[src/hdl/urs_pkg.sv]
// ----------------------------------------------------------------------------
// Ultrasonic ranging sequencer package
// Shared types, register indexes, arithmetic constants and cycle helpers.
// ----------------------------------------------------------------------------
package urs_pkg;

  localparam int unsigned NumSensors = 3;

  // Sequencer modes.
  typedef enum logic [1:0] {
    MODE_IDLE  = 2'd0,
    MODE_WAIT  = 2'd1,
    MODE_GUARD = 2'd2
  } mode_e;

  // Configuration register indexes.
  typedef enum logic [2:0] {
    CFG_SENSOR_PRESENT  = 3'd0,
    CFG_MAX_DISTANCE_MM = 3'd1,
    CFG_MIN_DISTANCE_MM = 3'd2,
    CFG_ECHO_TIMEOUT_US = 3'd3,
    CFG_GUARD_TIME_US   = 3'd4,
    CFG_SLOT_TIME_US    = 3'd5
  } cfg_idx_e;

  // Sensor codes.
  localparam logic [1:0] SensorFront = 2'd0;
  localparam logic [1:0] SensorLeft  = 2'd1;
  localparam logic [1:0] SensorRight = 2'd2;

  // Register reset values.
  localparam logic [2:0]  PresentReset = 3'd7;
  localparam logic [15:0] MaxDistReset = 16'd4000;
  localparam logic [15:0] MinDistReset = 16'd20;
  localparam logic [19:0] TimeoutReset = 20'd30000;
  localparam logic [19:0] GuardReset   = 20'd10000;
  localparam logic [19:0] SlotReset    = 20'd60000;

  // Distance arithmetic: mm = (pulse * 343 + 1000) / 2000.
  localparam logic [40:0] DistMul   = 41'd343;
  localparam logic [40:0] DistRound = 41'd1000;
  // Numerators at or above this give more than 65535 mm.
  localparam logic [40:0] DistLimit = 41'd131072000;
  // Division by 125 after a shift by four: reciprocal of 2^30 / 125.
  localparam logic [23:0] Recip125  = 24'd8589934;
  localparam logic [23:0] Div125    = 24'd125;

  localparam logic [15:0] AgeSat = 16'hFFFF;

  typedef struct packed {
    logic [2:0]  present;
    logic [15:0] max_mm;
    logic [15:0] min_mm;
    logic [19:0] timeout_us;
    logic [19:0] guard_us;
    logic [19:0] slot_us;
  } cfg_t;

  // One tick as it travels down the pipeline.
  typedef struct packed {
    logic        en;
    logic [31:0] now_us;
    logic [31:0] now_ms;
    logic        echo;
  } item_t;

  // Tick with its finished distance.
  typedef struct packed {
    item_t       item;
    logic [15:0] dist_mm;
    logic        bad;
  } meas_t;

  // Measurement outcome from the sequencer to the filters.
  typedef struct packed {
    logic        clear;
    logic        done;
    logic        ok;
    logic [1:0]  sensor;
    logic [15:0] mm;
  } flt_cmd_t;

  // Per-filter control.
  typedef struct packed {
    logic        clear;
    logic        accept;
    logic        reject;
    logic [15:0] mm;
  } flt_ctl_t;

  // Sequencer part of one result.
  typedef struct packed {
    logic        fire;
    logic [1:0]  fire_sensor;
    logic        cancel;
    logic [15:0] seq;
  } seq_res_t;

  // Number of slots in the firing cycle.
  function automatic logic [2:0] cycle_len(input logic [2:0] present);
    logic f, l, r;
    f = present[0];
    l = present[1];
    r = present[2];
    return {2'd0, f} + {2'd0, l} + {2'd0, f & r} + {2'd0, r};
  endfunction

  // Sensor at a slot of the firing cycle.
  function automatic logic [1:0] cycle_entry(input logic [2:0] present,
                                             input logic [1:0] pos);
    logic [1:0] seq [4];
    logic [2:0] n;
    seq[0] = SensorFront;
    seq[1] = SensorFront;
    seq[2] = SensorFront;
    seq[3] = SensorFront;
    n = 3'd0;
    if (present[0]) begin
      seq[n[1:0]] = SensorFront;
      n = n + 3'd1;
    end
    if (present[1]) begin
      seq[n[1:0]] = SensorLeft;
      n = n + 3'd1;
    end
    if (present[0] && present[2]) begin
      seq[n[1:0]] = SensorFront;
      n = n + 3'd1;
    end
    if (present[2]) begin
      seq[n[1:0]] = SensorRight;
    end
    return seq[pos];
  endfunction

endpackage

[src/hdl/urs_dist.sv]
// ----------------------------------------------------------------------------
// Distance pipeline
// Input register and three stages that turn echo times into millimetres.
// ----------------------------------------------------------------------------
module urs_dist (
  input  logic           clk_i,
  input  logic           rst_ni,
  input  logic           adv_i,
  input  logic           in_valid_i,
  input  urs_pkg::item_t item_i,
  input  logic [31:0]    rise_i,
  input  logic [31:0]    fall_i,
  output logic           out_valid_o,
  output urs_pkg::meas_t meas_o
);
  import urs_pkg::*;

  logic        s1_v_q, s2_v_q, s3_v_q, s4_v_q;
  item_t       s1_item_q, s2_item_q, s3_item_q, s4_item_q;
  logic [31:0] s1_rise_q, s1_fall_q;
  logic [40:0] s2_n_q, s2_n_d;
  logic        s2_zero_q, s2_zero_d;
  logic [46:0] s3_px_q, s3_px_d;
  logic [22:0] s3_x_q;
  logic        s3_bad_q, s3_bad_d;
  logic [15:0] s4_dist_q, s4_dist_d;
  logic        s4_bad_q;
  logic [31:0] pulse;
  logic [16:0] q_est, q_fix;
  logic [23:0] q_mul, rem;

  // Stage one: pulse width, times 343, plus rounding.
  assign pulse     = s1_fall_q - s1_rise_q;
  assign s2_zero_d = (pulse == 32'd0);
  assign s2_n_d    = ({9'd0, pulse} * DistMul) + DistRound;

  // Stage two: range check and reciprocal product for the divide by 2000.
  assign s3_bad_d = s2_zero_q || (s2_n_q >= DistLimit);
  assign s3_px_d  = {24'd0, s2_n_q[26:4]} * {23'd0, Recip125};

  // Stage three: the estimate is exact or one low; one compare fixes it.
  assign q_est     = s3_px_q[46:30];
  assign q_mul     = {7'd0, q_est} * Div125;
  assign rem       = {1'b0, s3_x_q} - q_mul;
  assign q_fix     = (rem >= Div125) ? (q_est + 17'd1) : q_est;
  assign s4_dist_d = q_fix[15:0];

  // Stage valid flags.
  always_ff @(posedge clk_i or negedge rst_ni) begin
    if (!rst_ni) begin
      s1_v_q <= 1'b0;
      s2_v_q <= 1'b0;
      s3_v_q <= 1'b0;
      s4_v_q <= 1'b0;
    end else if (adv_i) begin
      s1_v_q <= in_valid_i;
      s2_v_q <= s1_v_q;
      s3_v_q <= s2_v_q;
      s4_v_q <= s3_v_q;
    end
  end

  // Stage payload.
  always_ff @(posedge clk_i) begin
    if (adv_i) begin
      s1_item_q <= item_i;
      s1_rise_q <= rise_i;
      s1_fall_q <= fall_i;
      s2_item_q <= s1_item_q;
      s2_n_q    <= s2_n_d;
      s2_zero_q <= s2_zero_d;
      s3_item_q <= s2_item_q;
      s3_px_q   <= s3_px_d;
      s3_x_q    <= s2_n_q[26:4];
      s3_bad_q  <= s3_bad_d;
      s4_item_q <= s3_item_q;
      s4_dist_q <= s4_dist_d;
      s4_bad_q  <= s3_bad_q;
    end
  end

  assign out_valid_o    = s4_v_q;
  assign meas_o.item    = s4_item_q;
  assign meas_o.dist_mm = s4_dist_q;
  assign meas_o.bad     = s4_bad_q;

endmodule

[src/hdl/urs_filter.sv]
// ----------------------------------------------------------------------------
// Median-of-3 distance filter
// Sample store, filtered value and age for one sensor.
// ----------------------------------------------------------------------------
module urs_filter (
  input  logic              clk_i,
  input  logic              rst_ni,
  input  logic              step_i,
  input  urs_pkg::flt_ctl_t ctl_i,
  input  logic [31:0]       now_ms_i,
  output logic [15:0]       dist_o,
  output logic              valid_o,
  output logic [15:0]       age_o
);
  import urs_pkg::*;

  logic [15:0] samp_q [3];
  logic [15:0] samp_d [3];
  logic [1:0]  cnt_q, cnt_d, ws_q, ws_d, w;
  logic [15:0] filt_q, filt_d;
  logic [31:0] lvt_q, lvt_d, age_diff;
  logic        hv_q, hv_d, ok_q, ok_d;

  // Output of the filter for a given fill level.
  function automatic logic [15:0] filter_out(input logic [15:0] a, input logic [15:0] b,
                                             input logic [15:0] c, input logic [1:0] n);
    logic [16:0] sum;
    logic [15:0] res;
    sum = {1'b0, a} + {1'b0, b};
    if (n == 2'd0) begin
      res = 16'd0;
    end else if (n == 2'd1) begin
      res = a;
    end else if (n == 2'd2) begin
      res = sum[16:1];
    end else if ((a <= b && b <= c) || (c <= b && b <= a)) begin
      res = b;
    end else if ((b <= a && a <= c) || (c <= a && a <= b)) begin
      res = a;
    end else begin
      res = c;
    end
    return res;
  endfunction

  // Write slot, taken modulo three.
  assign w = (ws_q == 2'd3) ? 2'd0 : ws_q;

  // Next state: a clear wins, then an accepted or a rejected attempt.
  always_comb begin
    samp_d = samp_q;
    cnt_d  = cnt_q;
    ws_d   = ws_q;
    filt_d = filt_q;
    lvt_d  = lvt_q;
    hv_d   = hv_q;
    ok_d   = ok_q;
    priority if (ctl_i.clear) begin
      samp_d[0] = 16'd0;
      samp_d[1] = 16'd0;
      samp_d[2] = 16'd0;
      cnt_d     = 2'd0;
      ws_d      = 2'd0;
      filt_d    = 16'd0;
      lvt_d     = 32'd0;
      hv_d      = 1'b0;
      ok_d      = 1'b0;
    end else if (ctl_i.accept) begin
      samp_d[w] = ctl_i.mm;
      ws_d      = (w == 2'd2) ? 2'd0 : (w + 2'd1);
      cnt_d     = (cnt_q == 2'd3) ? 2'd3 : (cnt_q + 2'd1);
      filt_d    = filter_out(samp_d[0], samp_d[1], samp_d[2], cnt_d);
      lvt_d     = now_ms_i;
      hv_d      = 1'b1;
      ok_d      = 1'b1;
    end else if (ctl_i.reject) begin
      ok_d = 1'b0;
    end else begin
      ok_d = ok_q;
    end
  end

  // Snapshot after this tick's update.
  assign age_diff = now_ms_i - lvt_d;
  assign dist_o   = filt_d;
  assign valid_o  = hv_d && ok_d;
  assign age_o    = (!hv_d || (age_diff > {16'd0, AgeSat})) ? AgeSat : age_diff[15:0];

  // Filter state.
  always_ff @(posedge clk_i or negedge rst_ni) begin
    if (!rst_ni) begin
      samp_q[0] <= 16'd0;
      samp_q[1] <= 16'd0;
      samp_q[2] <= 16'd0;
      cnt_q     <= 2'd0;
      ws_q      <= 2'd0;
      filt_q    <= 16'd0;
      lvt_q     <= 32'd0;
      hv_q      <= 1'b0;
      ok_q      <= 1'b0;
    end else if (step_i) begin
      samp_q <= samp_d;
      cnt_q  <= cnt_d;
      ws_q   <= ws_d;
      filt_q <= filt_d;
      lvt_q  <= lvt_d;
      hv_q   <= hv_d;
      ok_q   <= ok_d;
    end
  end

endmodule

[src/hdl/urs_seq.sv]
// ----------------------------------------------------------------------------
// Firing sequencer
// Mode machine, cycle position, slot timing and attempt counter.
// ----------------------------------------------------------------------------
module urs_seq (
  input  logic              clk_i,
  input  logic              rst_ni,
  input  logic              step_i,
  input  urs_pkg::meas_t    meas_i,
  input  urs_pkg::cfg_t     cfg_i,
  output urs_pkg::seq_res_t res_o,
  output urs_pkg::flt_cmd_t cmd_o
);
  import urs_pkg::*;

  mode_e       mode_q, mode_d, mode0;
  logic        was_q;
  logic [1:0]  pos_q, pos_d, pos0;
  logic [1:0]  act_q, act_d, act0, act_start, act_meas;
  logic [31:0] mst_q, mst_d, mst0, sst_q, sst_d, sst0, now;
  logic [15:0] att_q, att_d;
  logic [2:0]  len, pos1, pos_next, pos_sel;
  logic        chg, run, echo_evt, tmo_evt, guard_ok, start, meas_done, dist_ok;

  assign now = meas_i.item.now_us;
  assign len = cycle_len(cfg_i.present);
  assign chg = (meas_i.item.en != was_q);

  // State after an enable change.
  assign mode0 = chg ? MODE_IDLE : mode_q;
  assign pos0  = chg ? 2'd0 : pos_q;
  assign act0  = chg ? cycle_entry(cfg_i.present, 2'd0) : act_q;
  assign mst0  = chg ? now : mst_q;
  assign sst0  = chg ? now : sst_q;

  // Sequencer events of this tick.
  assign run       = meas_i.item.en && (len != 3'd0);
  assign pos1      = ({1'b0, pos0} >= len) ? 3'd0 : {1'b0, pos0};
  assign echo_evt  = run && (mode0 == MODE_WAIT) && meas_i.item.echo;
  assign tmo_evt   = run && (mode0 == MODE_WAIT) && !meas_i.item.echo &&
                     ((now - mst0) >= {12'd0, cfg_i.timeout_us});
  assign guard_ok  = run && (mode0 == MODE_GUARD) &&
                     ((now - mst0) >= {12'd0, cfg_i.guard_us}) &&
                     ((now - sst0) >= {12'd0, cfg_i.slot_us});
  assign start     = guard_ok || (run && (mode0 == MODE_IDLE));
  assign meas_done = echo_evt || tmo_evt;
  assign pos_next  = ((pos1 + 3'd1) >= len) ? 3'd0 : (pos1 + 3'd1);
  assign pos_sel   = guard_ok ? pos_next : pos1;
  assign act_start = cycle_entry(cfg_i.present, pos_sel[1:0]);
  assign act_meas  = (act0 == 2'd3) ? SensorFront : act0;
  assign dist_ok   = !meas_i.bad && (meas_i.dist_mm <= cfg_i.max_mm);

  // Next state.
  always_comb begin
    mode_d = mode0;
    if (start) begin
      mode_d = MODE_WAIT;
    end else if (meas_done) begin
      mode_d = MODE_GUARD;
    end
    pos_d = run ? pos_sel[1:0] : pos0;
    act_d = start ? act_start : act0;
    mst_d = (start || meas_done) ? now : mst0;
    sst_d = start ? now : sst0;
    att_d = att_q + {15'd0, meas_done};
  end

  // Outputs of this tick.
  always_comb begin
    res_o.fire        = start;
    res_o.fire_sensor = start ? act_start : SensorFront;
    res_o.cancel      = chg || tmo_evt;
    res_o.seq         = att_d;
    cmd_o.clear       = chg && meas_i.item.en;
    cmd_o.done        = meas_done;
    cmd_o.ok          = echo_evt && dist_ok;
    cmd_o.sensor      = act_meas;
    cmd_o.mm          = (meas_i.dist_mm < cfg_i.min_mm) ? cfg_i.min_mm : meas_i.dist_mm;
  end

  // Sequencer registers.
  always_ff @(posedge clk_i or negedge rst_ni) begin
    if (!rst_ni) begin
      mode_q <= MODE_IDLE;
      was_q  <= 1'b0;
      pos_q  <= 2'd0;
      act_q  <= SensorFront;
      mst_q  <= 32'd0;
      sst_q  <= 32'd0;
      att_q  <= 16'd0;
    end else if (step_i) begin
      mode_q <= mode_d;
      was_q  <= meas_i.item.en;
      pos_q  <= pos_d;
      act_q  <= act_d;
      mst_q  <= mst_d;
      sst_q  <= sst_d;
      att_q  <= att_d;
    end
  end

endmodule

[src/hdl/ultrasonic_ranging_sequencer.sv]
// ----------------------------------------------------------------------------
// Ultrasonic ranging sequencer
// Schedules the fitted sensors, converts echoes to distances and keeps a
// median-of-3 filter per sensor; returns one snapshot per tick.
// ----------------------------------------------------------------------------
// Channel   Direction  Handshake              Payload
// tick      in         in_valid_i/in_ready_o  enable, now_us, now_ms, echo
// snapshot  out        out_valid_o/out_ready_i fire, cancel, distances, ages
// config    in         cfg_we_i               cfg_index_i, cfg_wdata_i
//
// One tick is taken per cycle unless a snapshot waits for its transfer; a
// snapshot is valid once past five registers: input register, two multiply
// stages of the distance conversion, quotient fix stage, result register.
// Reset clears all valid flags, the sequencer and the filter stores.
// While a snapshot waits for its transfer, every stage holds and in_ready_o
// is low.
// ----------------------------------------------------------------------------
module ultrasonic_ranging_sequencer (
  input  logic        clk_i,
  input  logic        rst_ni,
  input  logic        cfg_we_i,
  input  logic [2:0]  cfg_index_i,
  input  logic [19:0] cfg_wdata_i,
  input  logic        in_valid_i,
  output logic        in_ready_o,
  input  logic        enable_i,
  input  logic [31:0] now_us_i,
  input  logic [31:0] now_ms_i,
  input  logic        echo_done_i,
  input  logic [31:0] echo_rise_us_i,
  input  logic [31:0] echo_fall_us_i,
  output logic        out_valid_o,
  input  logic        out_ready_i,
  output logic        fire_o,
  output logic [1:0]  fire_sensor_o,
  output logic        cancel_echo_o,
  output logic [15:0] sequence_res_o,
  output logic [15:0] front_mm_o,
  output logic [15:0] left_mm_o,
  output logic [15:0] right_mm_o,
  output logic [2:0]  valid_mask_o,
  output logic [15:0] front_age_ms_o,
  output logic [15:0] left_age_ms_o,
  output logic [15:0] right_age_ms_o
);
  import urs_pkg::*;

  cfg_t        cfg_q;
  item_t       item_in;
  meas_t       meas;
  seq_res_t    sres, sres_q;
  flt_cmd_t    cmd;
  flt_ctl_t    ctl [NumSensors];
  logic [15:0] flt_mm [NumSensors];
  logic [15:0] flt_age [NumSensors];
  logic [15:0] mm_q [NumSensors];
  logic [15:0] age_q [NumSensors];
  logic [2:0]  flt_valid, mask_q;
  logic        adv, meas_valid, step, out_valid_q;

  // Configuration registers.
  always_ff @(posedge clk_i or negedge rst_ni) begin
    if (!rst_ni) begin
      cfg_q.present    <= PresentReset;
      cfg_q.max_mm     <= MaxDistReset;
      cfg_q.min_mm     <= MinDistReset;
      cfg_q.timeout_us <= TimeoutReset;
      cfg_q.guard_us   <= GuardReset;
      cfg_q.slot_us    <= SlotReset;
    end else if (cfg_we_i) begin
      unique case (cfg_index_i)
        CFG_SENSOR_PRESENT:  cfg_q.present    <= cfg_wdata_i[2:0];
        CFG_MAX_DISTANCE_MM: cfg_q.max_mm     <= cfg_wdata_i[15:0];
        CFG_MIN_DISTANCE_MM: cfg_q.min_mm     <= cfg_wdata_i[15:0];
        CFG_ECHO_TIMEOUT_US: cfg_q.timeout_us <= cfg_wdata_i;
        CFG_GUARD_TIME_US:   cfg_q.guard_us   <= cfg_wdata_i;
        CFG_SLOT_TIME_US:    cfg_q.slot_us    <= cfg_wdata_i;
        default: begin
        end
      endcase
    end
  end

  // The whole pipeline moves unless a snapshot waits for its transfer.
  assign adv        = !out_valid_q || out_ready_i;
  assign in_ready_o = adv;
  assign step       = adv && meas_valid;

  assign item_in.en     = enable_i;
  assign item_in.now_us = now_us_i;
  assign item_in.now_ms = now_ms_i;
  assign item_in.echo   = echo_done_i;

  urs_dist u_dist (
    .clk_i       (clk_i),
    .rst_ni      (rst_ni),
    .adv_i       (adv),
    .in_valid_i  (in_valid_i),
    .item_i      (item_in),
    .rise_i      (echo_rise_us_i),
    .fall_i      (echo_fall_us_i),
    .out_valid_o (meas_valid),
    .meas_o      (meas)
  );

  urs_seq u_seq (
    .clk_i  (clk_i),
    .rst_ni (rst_ni),
    .step_i (step),
    .meas_i (meas),
    .cfg_i  (cfg_q),
    .res_o  (sres),
    .cmd_o  (cmd)
  );

  // One filter per sensor, driven by the decoded measurement outcome.
  for (genvar g = 0; g < NumSensors; g++) begin : g_flt
    assign ctl[g].clear  = cmd.clear;
    assign ctl[g].accept = cmd.done && cmd.ok && (cmd.sensor == 2'(g));
    assign ctl[g].reject = cmd.done && !cmd.ok && (cmd.sensor == 2'(g));
    assign ctl[g].mm     = cmd.mm;

    urs_filter u_filter (
      .clk_i    (clk_i),
      .rst_ni   (rst_ni),
      .step_i   (step),
      .ctl_i    (ctl[g]),
      .now_ms_i (meas.item.now_ms),
      .dist_o   (flt_mm[g]),
      .valid_o  (flt_valid[g]),
      .age_o    (flt_age[g])
    );
  end

  // Result register: valid flag.
  always_ff @(posedge clk_i or negedge rst_ni) begin
    if (!rst_ni) begin
      out_valid_q <= 1'b0;
    end else if (adv) begin
      out_valid_q <= meas_valid;
    end
  end

  // Result register: payload.
  always_ff @(posedge clk_i) begin
    if (step) begin
      sres_q <= sres;
      mm_q   <= flt_mm;
      age_q  <= flt_age;
      mask_q <= flt_valid;
    end
  end

  assign out_valid_o    = out_valid_q;
  assign fire_o         = sres_q.fire;
  assign fire_sensor_o  = sres_q.fire_sensor;
  assign cancel_echo_o  = sres_q.cancel;
  assign sequence_res_o = sres_q.seq;
  assign front_mm_o     = mm_q[0];
  assign left_mm_o      = mm_q[1];
  assign right_mm_o     = mm_q[2];
  assign valid_mask_o   = mask_q;
  assign front_age_ms_o = age_q[0];
  assign left_age_ms_o  = age_q[1];
  assign right_age_ms_o = age_q[2];

endmodule

[config.mk]
export PLATFORM = sky130hd
export DESIGN_NAME = ultrasonic_ranging_sequencer
export DESIGN_NICKNAME = d
export VERILOG_FILES = /design/src/hdl/urs_pkg.sv /design/src/hdl/urs_dist.sv /design/src/hdl/urs_filter.sv /design/src/hdl/urs_seq.sv /design/src/hdl/ultrasonic_ranging_sequencer.sv
export SDC_FILE = /design/constraint.sdc
export NUM_CORES = 2
export LEC_CHECK = 0
export ABC_AREA = 1
export BUFFER_PORTS_ARGS = -buffer_cell sky130_fd_sc_hd__buf_2
export CORE_MARGIN = 10
export CORE_UTILIZATION = 45
export DETAILED_ROUTE_END_ITERATION = 16
export SLEW_MARGIN = 30
export SYNTH_ARGS = -nofsm -noshare
export SYNTH_HDL_FRONTEND = slang
export SYNTH_SLANG_ARGS = --single-unit
[constraint.sdc]
create_clock -name clk_i -period 25.5 [get_ports clk_i]
set_input_delay 1.275 -clock clk_i [delete_from_list [all_inputs] [get_ports clk_i]]
set_output_delay 1.275 -clock clk_i [all_outputs]
set_load 0.1 [all_outputs]
==> metrics.cfg <==
[synth]
ys_seq_elements=1040
syn_avg_cell_area_um2=8.56
synth_ff_type=edfxtp_1
syn_nets=10926
yosys_warnings=0
synth.area.top_cells=edfxtp_1 20%, ha_1 15%, dfrtp_1 14%
netlist.area_leader.share_pct=20.4
ys_types=65
seq_area_frac_synth_pct=35.7
syn_inst=9420
syn-cell-area_mm2=0.0806
async_flop_share_pct=47.4
synth-edff-count=547
yosysTopAreaCell=edfxtp_1

[placement]
dp_slack_ps=17280
place_congestion=0.956
hpwl_um=178000
io_buffers=278
postPlaceCellArea_mm2=0.0846

[final_layout]
post_route_cells_drive_above_1_share_pct=6.62
final_area_mm2=0.0886
fillers=16907
regArea_mm2=0.0288
layout.nets=11157
syn_to_final_growth_pct=9.92
multi_input_area_mm2=0.0451

[cts]
clock-sinks=1040
cts-root-buf=clkbuf_16
post_cts_buffers=0
htreeDepth=3
clock_path_buffers=3
cts_made_buffers=114
cts_resized=0
cts_tree=done
ctsHoldBuffers=0
clkTransAtPathRegs_ps=60
insertion_delay_ps=780

[floorplan]
ios=279
die_w_um=443
die_h_um=443
core_mm2=0.178
die_area_mm2=0.196
rows=155
start_util_pct=45.2

[timing]
fin_ws_ps=17290
skew_ps=47.4
grt_setup_unrepaired=false
slew_headroom_pct=31.5
report.final.setup_viol=0
max_freq_mhz=122
min_period_over_period_pct=32.2
timing.final.crit_period_ps=8210
hold_viol_final=0
drv_slew=0
whs_ps=399
fin_setup_tns_ps=0
worst_pin_slew_ps=1020

[detailed_routing]
drcViolationCount=0
drtIter0Drc=4383
wl_um=228000
routedWlPerCell_um=18.8
via_per_inst=5.32
drtPass1Iterations=6
vias=64442
antenna_left=0

[critical_path]
critPathCaptureType=flop
cp.arrival_ps=8690
crit_required_ps=25980
critPathSlowestCell=fa_1
max_stage_delay_ps=550
startpoint_type=flop
crit_top_cell=inv_1
cp_max_fo=5
crit_type=reg -> reg

[global_route]
grt_antenna_before_repair=15
overflow=0
grt_pass1_vias=64352
grt_max_degree=148
grt_usage_pct=22.8
grt_pass1_wl_um=360000

[outcome]
status=completed

[flow_run]
drv_cap=0

[min_path]
hold_path.class=reg -> reg

==> layout by cell type (no fill, tap or decap), types with 84 or more instances in the layout <==
master	instances
a21oi_1	545
a22oi_1	91
buf_2	277
clkbuf_16	115
dfrtp_1	463
edfxtp_1	547
fa_1	358
ha_1	988
inv_1	1551
nand2_1	2216
nand3_1	400
nand4_1	148
nor2_1	429
nor3_1	84
o21ai_0	510
o22ai_1	135
xor2_1	179
==> flip-flops by register name, summed over array words and instances (netlist names), 17 cells and up <==
| name | flops |
|---|---|
| g_flt.u_filter.samp_q | 144 |
| g_flt.u_filter.lvt_q | 96 |
| cfg_q | 95 |
| u_dist.meas_o | 66 |
| u_dist.s1_item_q | 66 |
| u_dist.s2_item_q | 66 |
| u_dist.s3_item_q | 66 |
| g_flt.u_filter.filt_q | 48 |
| u_dist.s2_n_q | 41 |
| u_dist.s1_fall_q | 32 |
| u_dist.s1_rise_q | 32 |
| u_seq.mst_q | 32 |
| u_seq.sst_q | 32 |
| u_dist.s3_x_q | 23 |
| u_dist.s3_px_q | 17 |
==> routing by layer <==
metal / up-vias / global-route usage, % / wire [um]
li1: 31614 / - / -
met1: 30950 / 29.9 / 100000
met2: 1507 / 38.7 / 109000
met3: 365 / 2.67 / 10100
met4: 6 / 8.19 / 8390
met5: - / 0 / 41
==> final cells by class <==
cell class,count,area share (%)
multi-input combinational,6586,50.9
clock inverter,61,0.837
tap,2355,3.33
inverter,1565,6.65
timing repair buffer,344,2.19
antenna,6,0.0169
clock buffer,154,3.60
sequential,1040,32.5
==> synthesized netlist by cell type (30+ instances only) <==
cell type,n
nand2_1,2222
inv_1,1554
ha_1,990
edfxtp_1,547
a21oi_1,545
o21ai_0,517
dfrtp_1,463
nor2_1,435
nand3_1,401
fa_1,358
xor2_1,181
clkbuf_1,174
nand4_1,148
o22ai_1,135
a22oi_1,91
nor3_1,84
xnor2_1,70
o21a_1,44
o21ai_1,37
a31oi_1,36
o21bai_1,36
o211ai_1,35
dfstp_2,30
==> path summary, 6_finish.rpt <==
| kind | startpoint | end | slack (ps) | cells after the start |
|---|---|---|---|---|
| setup / recovery | u_dist.s1_fall_q[0] | u_dist.s2_n_q[40] | 17290 | 37 |
| hold / removal | u_dist.s3_bad_q | u_dist.s4_bad_q | 400 | 0 |
| setup reg to reg | u_dist.s1_fall_q[0] | u_dist.s2_n_q[40] | 17290 | 37 |
| hold reg to reg | u_dist.s3_bad_q | u_dist.s4_bad_q | 400 | 0 |
| max in group asynchronous | rst_ni | u_seq.sst_q[24] | 22350 | 4 |
| min in group asynchronous | rst_ni | g_flt[0].u_filter.filt_q[1] | 450 | 1 |
==> kinds of logic after synthesis <==
family | count (synthesis) | share of synthesized area [%]
flops | 1040 | 35.7
fa+ha+maj | 1348 | 24.3
buf+inv | 1794 | 8.49
compound gates | 1614 | 11.5
xor+xnor | 251 | 2.73
simple gates | 3373 | 17.3
==> worst max-delay path: cells and delay by family, from the launching register on <==
| family | cells | cell delay (ps) |
|---|---|---|
| buf+inv | 7 | 590 |
| compound gates | 13 | 2890 |
| flops | 1 | 360 |
| fa+ha+maj | 8 | 2960 |
| xor+xnor | 2 | 610 |
| simple gates | 7 | 540 |
==> through the flow <==
stage | instances | utilization, %
floorplan | 9420 | -
global placement | 11889 | 47.5
detailed placement | 11890 | 47.5
CTS | 12105 | 49.7
global route | 12111 | 49.7
finish | 12111 | 49.7
Power is left out: the tool's default activity adds up to more than one toggle a clock period on the data nets, which glitch-free logic cannot reach.
